--- src/rtl/vswd_pkg.sv ---
// Shared types and constants for the vertex skin weight decoder.
// No dependencies; used by every module of the block but vswd_recip.
package vswd_pkg;

  localparam int WEIGHT_FRAC_BITS_DEF = 16;
  localparam int WEIGHT_BITS          = 5;
  localparam int NUM_LANES            = 3;
  localparam int STRIDE_RECIP_BITS    = 16;
  localparam int STRIDE_RECIP_W       = STRIDE_RECIP_BITS + 1;
  localparam int FRAC_W               = 17;
  localparam int ADDR_W               = 4;
  localparam int DATA_W               = 32;

  localparam logic [FRAC_W-1:0] FRAC_MAX = {FRAC_W{1'b1}};

  localparam logic [7:0] JOINT_LIMIT_RST  = 8'd0;
  localparam logic [6:0] WEIGHT_TOTAL_RST = 7'd31;
  localparam logic [7:0] ROW_STRIDE_RST   = 8'd3;

  localparam logic [STRIDE_RECIP_W-1:0] STRIDE_RECIP_RST =
    STRIDE_RECIP_W'((32'd1 << STRIDE_RECIP_BITS) / 32'(ROW_STRIDE_RST));

  typedef enum logic [2:0] {
    ST_OK       = 3'd0,
    ST_SUM      = 3'd1,
    ST_MISALIGN = 3'd2,
    ST_RANGE    = 3'd3,
    ST_DUP      = 3'd4
  } status_e;

  typedef enum logic [1:0] {
    REG_JOINT_LIMIT  = 2'd0,
    REG_WEIGHT_TOTAL = 2'd1,
    REG_ROW_STRIDE   = 2'd2
  } reg_idx_e;

  typedef enum logic [1:0] {
    RCP_IDLE,
    RCP_STRIDE,
    RCP_TOTAL
  } rcp_state_e;

  typedef struct packed {
    logic [7:0]  blend_index_1;
    logic [7:0]  blend_index_2;
    logic [7:0]  blend_index_3;
    logic [15:0] packed_word;
  } in_t;

  typedef struct packed {
    status_e     status;
    logic        strip_restart;
    logic [1:0]  slot_count;
    logic [7:0]  bone_0;
    logic [7:0]  bone_1;
    logic [7:0]  bone_2;
    logic [4:0]  qweight_0;
    logic [4:0]  qweight_1;
    logic [4:0]  qweight_2;
    logic [16:0] frac_weight_0;
    logic [16:0] frac_weight_1;
    logic [16:0] frac_weight_2;
  } out_t;

  typedef struct packed {
    logic              active;
    logic              aligned;
    logic              in_range;
    logic [7:0]        bone;
    logic [4:0]        qweight;
    logic [FRAC_W-1:0] frac;
  } lane_res_t;

endpackage

--- src/rtl/vertex_skin_weight_decoder.sv ---
// The result strobe follows the accepting edge through the lane and merge registers; one item per cycle while not busy.
// A write to weight_total or row_stride holds busy while the serial reciprocal
// unit refreshes the matching reciprocal.
// Reset loads register defaults and their reciprocals; ready right after reset.
// The receiver cannot stall: each result stands for exactly one cycle.
// Depends on vswd_pkg, vswd_recip, vswd_lane and vswd_merge.
module vertex_skin_weight_decoder #(
  parameter int WEIGHT_FRAC_BITS = vswd_pkg::WEIGHT_FRAC_BITS_DEF
) (
  input  logic                        clk_i,
  input  logic                        rst_ni,
  input  logic                        start,
  output logic                        busy,
  input  vswd_pkg::in_t               item_i,
  output logic                        result_valid_o,
  output vswd_pkg::out_t              result_o,
  input  logic                        psel,
  input  logic                        penable,
  input  logic                        pwrite,
  input  logic [vswd_pkg::ADDR_W-1:0] paddr,
  input  logic [vswd_pkg::DATA_W-1:0] pwdata,
  output logic [vswd_pkg::DATA_W-1:0] prdata,
  output logic                        pready
);

  localparam int K  = WEIGHT_FRAC_BITS + 6;
  localparam int RW = K + 1;
  localparam int QW = (RW > vswd_pkg::STRIDE_RECIP_W) ? RW : vswd_pkg::STRIDE_RECIP_W;
  localparam int CW = $clog2(QW);
  localparam int WB = vswd_pkg::WEIGHT_BITS;
  localparam logic [RW-1:0] RT_RST =
    RW'((64'd1 << K) / 64'(vswd_pkg::WEIGHT_TOTAL_RST));

  logic [7:0] joint_limit_q, stride_q;
  logic [6:0] total_q;
  logic [vswd_pkg::STRIDE_RECIP_W-1:0] rs_q;
  logic [RW-1:0] rt_q;
  logic pend_s_q, pend_t_q, pend_s_d, pend_t_d;
  vswd_pkg::rcp_state_e st_q, st_d;
  logic rcp_start, rcp_done, clr_s, clr_t, ld_rs, ld_rt;
  logic [7:0] rcp_div;
  logic [CW-1:0] rcp_msb;
  logic [QW-1:0] rcp_quo;
  logic wr, accept;
  vswd_pkg::reg_idx_e widx;

  logic [2:0] v_q, sum_ok_q, topo_q;
  logic [6:0] wsum;
  logic [7:0] raw [vswd_pkg::NUM_LANES];
  logic [4:0] qin [vswd_pkg::NUM_LANES];
  vswd_pkg::lane_res_t lane_res [vswd_pkg::NUM_LANES];

  // Configuration port
  assign pready = 1'b1;
  assign wr     = psel && penable && pwrite;
  assign widx   = vswd_pkg::reg_idx_e'(paddr[3:2]);

  always_ff @(posedge clk_i or negedge rst_ni) begin
    if (!rst_ni) begin
      joint_limit_q <= vswd_pkg::JOINT_LIMIT_RST;
      total_q       <= vswd_pkg::WEIGHT_TOTAL_RST;
      stride_q      <= vswd_pkg::ROW_STRIDE_RST;
    end else if (wr) begin
      case (widx)
        vswd_pkg::REG_JOINT_LIMIT:  joint_limit_q <= pwdata[7:0];
        vswd_pkg::REG_WEIGHT_TOTAL: total_q       <= pwdata[6:0];
        vswd_pkg::REG_ROW_STRIDE:   stride_q      <= pwdata[7:0];
        default: ;
      endcase
    end
  end

  always_comb begin
    case (widx)
      vswd_pkg::REG_JOINT_LIMIT:  prdata = 32'(joint_limit_q);
      vswd_pkg::REG_WEIGHT_TOTAL: prdata = 32'(total_q);
      vswd_pkg::REG_ROW_STRIDE:   prdata = 32'(stride_q);
      default:                    prdata = '0;
    endcase
  end

  // Reciprocal refresh
  assign pend_s_d = (wr && widx == vswd_pkg::REG_ROW_STRIDE) || (pend_s_q && !clr_s);
  assign pend_t_d = (wr && widx == vswd_pkg::REG_WEIGHT_TOTAL) || (pend_t_q && !clr_t);

  always_comb begin
    st_d      = st_q;
    rcp_start = 1'b0;
    rcp_div   = stride_q;
    rcp_msb   = CW'(vswd_pkg::STRIDE_RECIP_BITS);
    clr_s     = 1'b0;
    clr_t     = 1'b0;
    ld_rs     = 1'b0;
    ld_rt     = 1'b0;
    case (st_q)
      vswd_pkg::RCP_IDLE: begin
        if (pend_s_q) begin
          rcp_start = 1'b1;
          clr_s     = 1'b1;
          st_d      = vswd_pkg::RCP_STRIDE;
        end else if (pend_t_q) begin
          rcp_start = 1'b1;
          rcp_div   = 8'(total_q);
          rcp_msb   = CW'(K);
          clr_t     = 1'b1;
          st_d      = vswd_pkg::RCP_TOTAL;
        end
      end
      vswd_pkg::RCP_STRIDE: begin
        if (rcp_done) begin
          ld_rs = 1'b1;
          st_d  = vswd_pkg::RCP_IDLE;
        end
      end
      vswd_pkg::RCP_TOTAL: begin
        if (rcp_done) begin
          ld_rt = 1'b1;
          st_d  = vswd_pkg::RCP_IDLE;
        end
      end
      default: st_d = vswd_pkg::RCP_IDLE;
    endcase
  end

  always_ff @(posedge clk_i or negedge rst_ni) begin
    if (!rst_ni) begin
      st_q     <= vswd_pkg::RCP_IDLE;
      pend_s_q <= 1'b0;
      pend_t_q <= 1'b0;
      rs_q     <= vswd_pkg::STRIDE_RECIP_RST;
      rt_q     <= RT_RST;
    end else begin
      st_q     <= st_d;
      pend_s_q <= pend_s_d;
      pend_t_q <= pend_t_d;
      if (ld_rs) begin
        rs_q <= rcp_quo[vswd_pkg::STRIDE_RECIP_W-1:0];
      end
      if (ld_rt) begin
        rt_q <= rcp_quo[RW-1:0];
      end
    end
  end

  vswd_recip #(
    .QW(QW)
  ) u_recip (
    .clk_i    (clk_i),
    .rst_ni   (rst_ni),
    .start_i  (rcp_start),
    .divisor_i(rcp_div),
    .msb_i    (rcp_msb),
    .done_o   (rcp_done),
    .quo_o    (rcp_quo)
  );

  assign busy   = (st_q != vswd_pkg::RCP_IDLE) || pend_s_q || pend_t_q;
  assign accept = start && !busy;

  // Item pipeline
  assign raw[0] = item_i.blend_index_1;
  assign raw[1] = item_i.blend_index_2;
  assign raw[2] = item_i.blend_index_3;
  assign qin[0] = item_i.packed_word[0*WB +: WB];
  assign qin[1] = item_i.packed_word[1*WB +: WB];
  assign qin[2] = item_i.packed_word[2*WB +: WB];
  assign wsum   = 7'(qin[0]) + 7'(qin[1]) + 7'(qin[2]);

  always_ff @(posedge clk_i or negedge rst_ni) begin
    if (!rst_ni) begin
      v_q <= '0;
    end else begin
      v_q <= {v_q[1:0], accept};
    end
  end

  always_ff @(posedge clk_i) begin
    sum_ok_q <= {sum_ok_q[1:0], wsum == total_q};
    topo_q   <= {topo_q[1:0], item_i.packed_word[15]};
  end

  for (genvar l = 0; l < vswd_pkg::NUM_LANES; l++) begin : g_lane
    vswd_lane #(
      .WEIGHT_FRAC_BITS(WEIGHT_FRAC_BITS)
    ) u_lane (
      .clk_i        (clk_i),
      .raw_i        (raw[l]),
      .q_i          (qin[l]),
      .stride_i     (stride_q),
      .total_i      (total_q),
      .joint_limit_i(joint_limit_q),
      .rs_i         (rs_q),
      .rt_i         (rt_q),
      .res_o        (lane_res[l])
    );
  end

  vswd_merge u_merge (
    .clk_i   (clk_i),
    .rst_ni  (rst_ni),
    .valid_i (v_q[2]),
    .sum_ok_i(sum_ok_q[2]),
    .topo_i  (topo_q[2]),
    .lane_i  (lane_res),
    .valid_o (result_valid_o),
    .result_o(result_o)
  );

endmodule

--- src/rtl/vswd_recip.sv ---
// Bit-serial reciprocal unit: floor(2^n / divisor), one quotient bit per cycle.
// Depends on nothing outside this file.
module vswd_recip #(
  parameter int QW = 31
) (
  input  logic                  clk_i,
  input  logic                  rst_ni,
  input  logic                  start_i,
  input  logic [7:0]            divisor_i,
  input  logic [$clog2(QW)-1:0] msb_i,
  output logic                  done_o,
  output logic [QW-1:0]         quo_o
);

  localparam int CW = $clog2(QW);

  logic          run_q, done_q, first_q;
  logic [7:0]    rem_q, div_q, rem_d;
  logic [CW-1:0] cnt_q;
  logic [QW-1:0] quo_q;
  logic [8:0]    sh;
  logic          ge;

  assign sh    = {rem_q, first_q};
  assign ge    = sh >= {1'b0, div_q};
  assign rem_d = ge ? 8'(sh - {1'b0, div_q}) : sh[7:0];

  always_ff @(posedge clk_i or negedge rst_ni) begin
    if (!rst_ni) begin
      run_q  <= 1'b0;
      done_q <= 1'b0;
    end else begin
      done_q <= run_q && (cnt_q == '0);
      run_q  <= start_i || (run_q && (cnt_q != '0));
    end
  end

  always_ff @(posedge clk_i) begin
    if (start_i) begin
      rem_q   <= '0;
      div_q   <= divisor_i;
      cnt_q   <= msb_i;
      first_q <= 1'b1;
      quo_q   <= '0;
    end else if (run_q) begin
      rem_q        <= rem_d;
      first_q      <= 1'b0;
      quo_q[cnt_q] <= ge;
      cnt_q        <= cnt_q - 1'b1;
    end
  end

  assign done_o = done_q;
  assign quo_o  = quo_q;

endmodule

--- src/rtl/vswd_lane.sv ---
// One weight component: bone index, alignment, range and Q1.F fraction.
// Depends on vswd_pkg; reciprocals come from the top level.
module vswd_lane #(
  parameter int WEIGHT_FRAC_BITS = vswd_pkg::WEIGHT_FRAC_BITS_DEF
) (
  input  logic                                 clk_i,
  input  logic [7:0]                           raw_i,
  input  logic [4:0]                           q_i,
  input  logic [7:0]                           stride_i,
  input  logic [6:0]                           total_i,
  input  logic [7:0]                           joint_limit_i,
  input  logic [vswd_pkg::STRIDE_RECIP_W-1:0]  rs_i,
  input  logic [WEIGHT_FRAC_BITS+6:0]          rt_i,
  output vswd_pkg::lane_res_t                  res_o
);

  localparam int K  = WEIGHT_FRAC_BITS + 6;
  localparam int NW = K;
  localparam int RW = K + 1;
  localparam int PW = NW + RW;
  localparam int BW = 8 + vswd_pkg::STRIDE_RECIP_W;
  localparam int FW = NW + 7;
  localparam int SW = (NW + 1 > vswd_pkg::FRAC_W) ? NW + 1 : vswd_pkg::FRAC_W;

  logic [NW-1:0] num;
  logic [7:0]    raw1_q;
  logic [4:0]    q1_q, q2_q;
  logic [NW-1:0] num1_q;
  logic [BW-1:0] pb1_q;
  logic [PW-1:0] pf1_q;

  logic [7:0]    qb;
  logic [15:0]   prod_b, diff_b;
  logic [NW-1:0] qf;
  logic [FW-1:0] prod_f, diff_f;
  logic [7:0]    qb2_q;
  logic [8:0]    rb2_q;
  logic [NW-1:0] qf2_q;
  logic [7:0]    rf2_q;

  logic          fix_b, fix_f, sat;
  logic [8:0]    remb;
  logic [7:0]    bone;
  logic [SW-1:0] fvx;
  vswd_pkg::lane_res_t res_d, res_q;

  assign num = (NW'(q_i) << WEIGHT_FRAC_BITS) + NW'(total_i >> 1);

  always_ff @(posedge clk_i) begin
    raw1_q <= raw_i;
    q1_q   <= q_i;
    num1_q <= num;
    pb1_q  <= BW'(raw_i) * BW'(rs_i);
    pf1_q  <= PW'(num) * PW'(rt_i);
  end

  assign qb     = pb1_q[vswd_pkg::STRIDE_RECIP_BITS +: 8];
  assign prod_b = 16'(qb) * 16'(stride_i);
  assign diff_b = 16'(raw1_q) - prod_b;
  assign qf     = pf1_q[K +: NW];
  assign prod_f = FW'(qf) * FW'(total_i);
  assign diff_f = FW'(num1_q) - prod_f;

  always_ff @(posedge clk_i) begin
    q2_q  <= q1_q;
    qb2_q <= qb;
    rb2_q <= diff_b[8:0];
    qf2_q <= qf;
    rf2_q <= diff_f[7:0];
  end

  always_comb begin
    fix_b = rb2_q >= {1'b0, stride_i};
    remb  = fix_b ? rb2_q - {1'b0, stride_i} : rb2_q;
    bone  = qb2_q + 8'(fix_b);
    fix_f = rf2_q >= {1'b0, total_i};
    fvx   = SW'(qf2_q) + SW'(fix_f);
    sat   = fvx > SW'(vswd_pkg::FRAC_MAX);

    res_d          = '0;
    res_d.active   = q2_q != '0;
    res_d.aligned  = (stride_i != '0) && (remb == '0);
    res_d.in_range = bone < joint_limit_i;
    res_d.bone     = bone;
    res_d.qweight  = q2_q;
    res_d.frac     = sat ? vswd_pkg::FRAC_MAX : fvx[vswd_pkg::FRAC_W-1:0];
  end

  always_ff @(posedge clk_i) begin
    res_q <= res_d;
  end

  assign res_o = res_q;

endmodule

--- src/rtl/vswd_merge.sv ---
// Merge stage: applies the checks in component order and compacts slots.
// Depends on vswd_pkg; fed by the three lanes.
module vswd_merge (
  input  logic                clk_i,
  input  logic                rst_ni,
  input  logic                valid_i,
  input  logic                sum_ok_i,
  input  logic                topo_i,
  input  vswd_pkg::lane_res_t lane_i [vswd_pkg::NUM_LANES],
  output logic                valid_o,
  output vswd_pkg::out_t      result_o
);

  logic                            stop;
  logic [1:0]                      cnt;
  logic [7:0]                      bone_s [vswd_pkg::NUM_LANES];
  logic [4:0]                      qw_s   [vswd_pkg::NUM_LANES];
  logic [vswd_pkg::FRAC_W-1:0]     fr_s   [vswd_pkg::NUM_LANES];
  vswd_pkg::status_e               status;
  vswd_pkg::out_t                  res_d, res_q;
  logic                            valid_q;

  always_comb begin
    stop   = 1'b0;
    cnt    = '0;
    status = vswd_pkg::ST_OK;
    bone_s = '{default: '0};
    qw_s   = '{default: '0};
    fr_s   = '{default: '0};
    if (!sum_ok_i) begin
      status = vswd_pkg::ST_SUM;
    end else begin
      for (int c = 0; c < vswd_pkg::NUM_LANES; c++) begin
        if (!stop && lane_i[c].active) begin
          if (!lane_i[c].aligned) begin
            status = vswd_pkg::ST_MISALIGN;
            stop   = 1'b1;
          end else if (!lane_i[c].in_range) begin
            status = vswd_pkg::ST_RANGE;
            stop   = 1'b1;
          end else if ((cnt > 2'd0 && lane_i[c].bone == bone_s[0]) ||
                       (cnt > 2'd1 && lane_i[c].bone == bone_s[1])) begin
            status = vswd_pkg::ST_DUP;
            stop   = 1'b1;
          end else begin
            bone_s[cnt] = lane_i[c].bone;
            qw_s[cnt]   = lane_i[c].qweight;
            fr_s[cnt]   = lane_i[c].frac;
            cnt         = cnt + 2'd1;
          end
        end
      end
    end

    res_d                = '0;
    res_d.status         = status;
    res_d.strip_restart  = topo_i;
    res_d.slot_count     = cnt;
    res_d.bone_0         = bone_s[0];
    res_d.bone_1         = bone_s[1];
    res_d.bone_2         = bone_s[2];
    res_d.qweight_0      = qw_s[0];
    res_d.qweight_1      = qw_s[1];
    res_d.qweight_2      = qw_s[2];
    res_d.frac_weight_0  = fr_s[0];
    res_d.frac_weight_1  = fr_s[1];
    res_d.frac_weight_2  = fr_s[2];
  end

  always_ff @(posedge clk_i or negedge rst_ni) begin
    if (!rst_ni) begin
      valid_q <= 1'b0;
    end else begin
      valid_q <= valid_i;
    end
  end

  always_ff @(posedge clk_i) begin
    if (valid_i) begin
      res_q <= res_d;
    end
  end

  assign valid_o  = valid_q;
  assign result_o = res_q;

endmodule

--- config.mk ---
export PLATFORM = sky130hd
export DESIGN_NAME = vertex_skin_weight_decoder
export DESIGN_NICKNAME = d
export VERILOG_FILES = /design/src/rtl/vswd_pkg.sv /design/src/rtl/vertex_skin_weight_decoder.sv /design/src/rtl/vswd_recip.sv /design/src/rtl/vswd_lane.sv /design/src/rtl/vswd_merge.sv
export SDC_FILE = /design/constraint.sdc
export NUM_CORES = 2
export LEC_CHECK = 0
export BUFFER_PORTS_ARGS = -buffer_cell sky130_fd_sc_hd__buf_4
export CORE_UTILIZATION = 40
export DETAILED_ROUTE_END_ITERATION = 6
export PLACE_DENSITY_LB_ADDON = 0.05
export SLEW_MARGIN = 20
export SYNTH_ARGS = -nofsm -noshare
export SYNTH_HDL_FRONTEND = slang
export SYNTH_SLANG_ARGS = --single-unit
--- constraint.sdc ---
create_clock -name clk_i -period 12.7 [get_ports clk_i]
set_input_delay 2.54 -clock clk_i [delete_from_list [all_inputs] [get_ports clk_i]]
set_output_delay 2.54 -clock clk_i [all_outputs]
set_load 0.05 [all_outputs]
## Yosys cells after proc, flatten, opt, wreduce, memory -nomap -nowiden

Cells that the tools add are included.
W data, S select, Z words.

| storage, ports and cells | value |
|---|---|
| bits in registers | 742 |
| memory bits (writable) | 0 |
| bits of input ports | 82 |
| latch bits | 0 |
| word-level logic and storage cells | 322 |
| memories | 0 |
| ROM bits | 0 |
| output and inout bits | 131 |

| operators by class | value |
|---|---|
| $add $sub $neg | 24 |
| div/mod/pow operators | 0 |
| reduce and logical (&&, ||, !) cells | 52 |
| shift operators | 0 |
| muxes and demuxes | 120 |
| bitwise logic cells | 2 |
| order comparisons | 23 |
| $mul | 12 |
| equal/unequal tests | 10 |

Operators with widths:

| cell | count |
|---|---|
| $mux W51 | 9 |
| $mux W24 | 9 |
| $mux W15 | 9 |
| $mul A22 B23 Y44 | 3 |
| $bwmux W51 | 2 |
| $mux W17 | 6 |
| $mux W8 | 10 |
| $mul A8 B17 Y24 | 3 |
| $add A22 B1 Y23 | 3 |
| $gt A23 B17 Y1 const B | 3 |
| $demux W17 S2 | 2 |
| $add A21 B6 Y22 | 3 |
| $mul A22 B7 Y8 | 3 |
| $bwmux W24 | 2 |
| $mux W5 | 8 |
| $mux W3 | 13 |
| $ge A9 B8 Y1 | 4 |
| $demux W8 S2 | 2 |
| $mux W2 | 16 |
| $sub A8 B8 Y8 | 4 |
| $bwmux W15 | 2 |
| $logic_not A9 Y1 | 3 |
| $mul A8 B8 Y9 | 3 |
| $mux W9 | 3 |
| 38 further kinds | 118 |

## Longest topological paths before layout

| logic depth | value |
|---|---|
| depth after elaboration | 22 |
| depth in mapped cells | 29 |

## Hierarchy

Synthesis repeated with hierarchy kept, for this count alone.

| second synthesis, totals | value |
|---|---|
| cells, all modules | 7,219 |
| area total of the unflattened synthesis | 69,558.0 sq um |

Modules (own cells, without submodules):

| module | cells an instance | area each (sq um) | seq. area each (sq um) | instances |
|---|---|---|---|---|
| vswd_lane (g_lane[0].u_lane) | 2,139 | 19,740.2 | 2,682.6 | 1 |
| vswd_lane (g_lane[2].u_lane) | 2,083 | 19,510.0 | 2,682.6 | 1 |
| vswd_lane (g_lane[1].u_lane) | 2,027 | 19,207.2 | 2,682.6 | 1 |
| vswd_merge | 434 | 5,043.6 | 2,907.8 | 1 |
| vertex_skin_weight_decoder | 275 | 3,638.5 | 1,895.6 | 1 |
| vswd_recip | 261 | 2,418.6 | 1,081.0 | 1 |

## Least setup slack after synthesis

No wires, ideal clock.

| timing | value |
|---|---|
| path kind | input to register |
| from | input item_i[0] (netlist bit) |
| to | register g_lane[0].u_lane.pf1_q[43] |
| slack | 4,358 ps |
| cell stages on the path | 24 |
| data required time | 12,628 ps |
| arrival time | 8,270 ps |
| cell sequence | clkbuf_1 and2_1 fa_1 inv_1 fa_1 inv_1 fa_1 ha_1 fa_1 fa_1 inv_1 fa_1 inv_1 ha_1 nand3_1 or3b_2 a31oi_1 o31ai_1 a41oi_1 nor2_1 o21ai_0 nor4_1 nor3_1 xnor2_1 |

| on the way | value |
|---|---|
| word-level cells in the longest chain between the ends | 2 |

RTL lines:

| item | RTL line | text |
|---|---|---|
| start: declaration | vertex_skin_weight_decoder.sv:14 | `input vswd_pkg::in_t item_i,` |
| $add A21 B6 Y22 | vswd_lane.sv:47 | `assign num = (NW'(q_i) << WEIGHT_FRAC_BITS) + NW'(total_i >> 1);` |
| $mul A22 B23 Y44 | vswd_lane.sv:54 | `pf1_q <= PW'(num) * PW'(rt_i);` |
| end signal: assignment | vswd_lane.sv:54 |  |
| end: declaration | vswd_lane.sv:30 | `logic [PW-1:0] pf1_q;` |

Every way passes these cells.
A chain may end at the register's enable or synchronous reset.

## Final worst setup path

| timing | value |
|---|---|
| from | input item_i[5] (netlist bit) |
| to | register g_lane[1].u_lane.pf1_q[40] |

| on the way | value |
|---|---|
| word-level cells in the longest chain between the ends | 2 |

RTL lines:

| item | RTL line |
|---|---|
| $add A21 B6 Y22 | vswd_lane.sv:47 |
| $mul A22 B23 Y44 | vswd_lane.sv:54 |
| end signal: assignment | vswd_lane.sv:54 |
| end: declaration | vswd_lane.sv:30 |

Every way passes these cells.

==> summary.json <==
{
  "yosys": {
    "largest_cells_by_area_after_synthesis": "sky130_fd_sc_hd__fa_1 (25%), sky130_fd_sc_hd__ha_1 (17%), sky130_fd_sc_hd__dfxtp_1 (14%)",
    "synth_cell_type_count": 73,
    "synth_top_area_cell": "sky130_fd_sc_hd__fa_1",
    "netlist_area_mm2": 0.0605,
    "synth_warnings": 0,
    "synth-seq-area-share_pct": 22.6,
    "ys_dominant_reg_cell": "sky130_fd_sc_hd__dfxtp_1",
    "synth_edf_count": 109,
    "syn-mean-instance-area_um2": 9.72,
    "ys_seq_elements": 610,
    "ys_async_sr_fraction_pct": 12.0,
    "synth_top_cell_area_share_pct": 24.9,
    "syn_inst": 6222
  },
  "cells_and_area": {
    "postLayoutCellArea_mm2": 0.0661,
    "mostFrequentLayoutCells": "sky130_fd_sc_hd__ha_1 (836), sky130_fd_sc_hd__inv_1 (829), sky130_fd_sc_hd__fa_1 (753)",
    "final_nets": 7931,
    "layout.cells.most_common": "sky130_fd_sc_hd__ha_1",
    "area_growth_pct": 9.30,
    "layout-drive-gt1-share_pct": 6.97
  },
  "grt": {
    "pin_count_of_the_biggest_net_entering_global_routing": 67,
    "overflow": 0,
    "grt_pass1_vias": 42368,
    "grt_pass1_wl_um": 249000,
    "initial_antenna_violation_count": 15,
    "grt.total_usage_pct": 21.1
  },
  "floorplan": {
    "floorplan.die.height_um": 391,
    "initial_core_utilization_pct": 40.3,
    "floorplan.rows": 142,
    "floorplan.io_pins": 213,
    "fp.coreArea_mm2": 0.150,
    "die-area_mm2": 0.153,
    "die_x_um": 391
  },
  "setup_path": {
    "r2r_setup_slack_ns": 4.54,
    "r2r_start": "total_q[2]",
    "crit_path_start_kind": "input port",
    "worst-path-max-fanout": 25,
    "rr_worst_depth": 22,
    "worstSetupPathType": "input port to flip-flop",
    "regToRegEndpoint": "g_lane[1].u_lane.pf1_q[40]",
    "arrival_ns": 9.45,
    "worstSetupStartpoint": "item_i[5]",
    "crit_path_end": "g_lane[1].u_lane.pf1_q[40]",
    "worst_setup_path_end_kind": "flip-flop",
    "critical_path_required_ns": 13.24
  },
  "placed_design": {
    "dp_slack_ns": 3.16,
    "place_area_mm2": 0.0635,
    "dp_hpwl_um": 122000,
    "place.gp.congestion": 0.851,
    "portBuffers": 161
  },
  "sta": {
    "timing.fmax_mhz": 112,
    "grt_setup_unrepaired": "no",
    "hold_viol": 0,
    "layout_setup_ws_ns": 3.79,
    "tightest_slew_ns": 1.01,
    "report.final.slew_viol_count": 0,
    "timing.setup.tns_ns": 0,
    "finalWorstPathRequiredPeriod_ns": 8.91,
    "skew_ns": 0.0402,
    "final_min_period_over_clock_period_pct": 70.1,
    "setup_viol": 0,
    "maxSlewHeadroom_pct": 32.8
  },
  "power_and_ir_drop": {
    "power_frac_seq_pct": 28.8,
    "power_per_cell_area_mw_per_mm2": 163,
    "power.net_switching_mw": 4.69,
    "pwr-share-comb_pct": 50.6,
    "p_clk_share_pct": 20.6,
    "vdd.ir_drop.worst_v": 0.0000951,
    "power_switching_share_pct": 43.4,
    "p_int_mw": 6.11,
    "power.static_leakage_nw": 33.5
  },
  "clock_tree": {
    "cts_root_buf": "sky130_fd_sc_hd__clkbuf_16",
    "postCtsSetupRepairBufs": 0,
    "cts_h_tree_lvls": 3,
    "clock_insertion_delay_at_the_later_pin_of_the_skew_report_ns": 0.68,
    "cts_buffers": 75,
    "clock_buffer_depth": 3,
    "worst_setup_hold_path_clk_slew_ns": 0.06,
    "cts_num_sinks": 610,
    "post_cts_hold_buffer_count": 0,
    "tritoncts": "built",
    "cts-resized-gates": 0
  },
  "detailed_routing": {
    "first_iter_violations": 1721,
    "drt-total-wl_um": 158000,
    "detail-route-antenna-nets": 0,
    "vias": 41027,
    "detail_route.first_pass.iterations": 5,
    "wl_per_cell_um": 19.0,
    "via_per_inst": 4.92,
    "drc_errors": 0
  },
  "run_status": {
    "status": "completed"
  },
  "run": {
    "cap_viol_max_count": 0
  },
  "min_path": {
    "hold_path.class": "flip-flop to flip-flop"
  }
}
==> flip-flops by register name, summed over array words and instances, names as in the netlist, 24 cells and up <==
signal	count
g_lane.u_lane.qf2_q	66
g_lane.u_lane.rb2_q	27
g_lane.u_lane.qb2_q	24
g_lane.u_lane.raw1_q	24
u_merge.result_o	96
g_lane.u_lane.pf1_q	66
g_lane.u_lane.res_o	99
g_lane.u_lane.pb1_q	24
g_lane.u_lane.rf2_q	24
==> final cells by class <==
type,count,area (um2)
well taps,2016,2520
multi-input cells,4530,42600
fillers,14697,83800
diodes,6,15.0
clock buffers,99,2130
flip-flops and latches,610,13700
inverters,830,3120
clock inverters,41,449
repair buffers,213,1600
==> power groups by stage <==
| stage | Combinational [mW] | Sequential (mW) | Clock [mW] |
|---|---|---|---|
| detailed placement | 5.50 | 3.16 | 0 |
| CTS | 5.56 | 3.12 | 2.30 |
| floorplan | 3.82 | 3.17 | 0 |
| global placement | 5.48 | 3.16 | 0 |
| global route | 6.28 | 3.18 | 2.38 |
| finish | 5.47 | 3.11 | 2.22 |
==> cells in the mapped netlist (109+ instances only) <==
cell                       count
sky130_fd_sc_hd__fa_1        753
sky130_fd_sc_hd__xnor2_1     211
sky130_fd_sc_hd__edfxtp_1    109
sky130_fd_sc_hd__a21oi_1     169
sky130_fd_sc_hd__nor2_1      228
sky130_fd_sc_hd__o21ai_0     125
sky130_fd_sc_hd__and2_1      636
sky130_fd_sc_hd__nand2_1     725
sky130_fd_sc_hd__clkbuf_1    224
sky130_fd_sc_hd__inv_1       830
sky130_fd_sc_hd__ha_1        836
sky130_fd_sc_hd__dfxtp_1     428
==> worst max-delay path, cell delays in order <==
cell	delay, ns
sky130_fd_sc_hd__buf_4	0.23
sky130_fd_sc_hd__and2_1	0.23
sky130_fd_sc_hd__fa_1	0.53
sky130_fd_sc_hd__inv_1	0.05
sky130_fd_sc_hd__fa_1	0.52
sky130_fd_sc_hd__inv_1	0.05
sky130_fd_sc_hd__fa_1	0.44
sky130_fd_sc_hd__ha_1	0.33
sky130_fd_sc_hd__fa_1	0.50
sky130_fd_sc_hd__fa_1	0.55
sky130_fd_sc_hd__fa_1	0.44
sky130_fd_sc_hd__ha_1	0.33
sky130_fd_sc_hd__and3_1	0.19
sky130_fd_sc_hd__nand4_1	0.20
sky130_fd_sc_hd__a2111oi_0	0.74
sky130_fd_sc_hd__a211o_1	0.37
sky130_fd_sc_hd__a2111oi_0	0.21
sky130_fd_sc_hd__nand2b_1	0.31
sky130_fd_sc_hd__o31ai_1	0.39
sky130_fd_sc_hd__a21oi_1	0.14
sky130_fd_sc_hd__xnor2_1	0.13
==> per-layer routing <==
layer	wire length, um	track usage (%)	share of wire, %	vias up
met3	6530	2.18	4.1	141
met1	80600	32.0	51	20341
met2	68500	32.3	43	680
met5	13	0	0.0082	-
li1	-	-	-	19863
met4	2480	4.20	1.6	2
==> logic make-up after synthesis <==
family / share of synthesized area (%)
flops: 22.6
compound gates: 5.74
other cells: 0.0124
xor+xnor: 4.58
simple gates: 16.5
mux: 1.16
fa+ha+maj: 42.2
buf+inv: 7.13
==> worst min path at each step <==
stage / startpoint / end / slack [ns] / cells after the start
finish: g_lane[2].u_lane.q1_q[0] / g_lane[2].u_lane.q2_q[0] / 0.32 / 0
global route: g_lane[2].u_lane.q1_q[0] / g_lane[2].u_lane.q2_q[0] / 0.31 / 0
CTS: g_lane[2].u_lane.q1_q[0] / g_lane[2].u_lane.q2_q[0] / 0.31 / 0
detailed placement: g_lane[1].u_lane.pf1_q[39] / g_lane[1].u_lane.qf2_q[17] / 0.31 / 0
global placement: g_lane[2].u_lane.pf1_q[35] / g_lane[2].u_lane.qf2_q[13] / 0.31 / 0
floorplan: g_lane[0].u_lane.q1_q[0] / g_lane[0].u_lane.q2_q[0] / 0.31 / 0
==> per-stage QoR <==
step                util, %  cells  hold WS, ns  power (mW)
floorplan                 -   6245        0.310        6.99
global placement       42.4   8199        0.312        8.64
global route           44.1   8339        0.308        11.8
CTS                    44.1   8339        0.312        11.0
detailed placement     42.4   8199        0.312        8.66
finish                 44.1   8345        0.319        10.8
(Power assumes the default switching activity.)
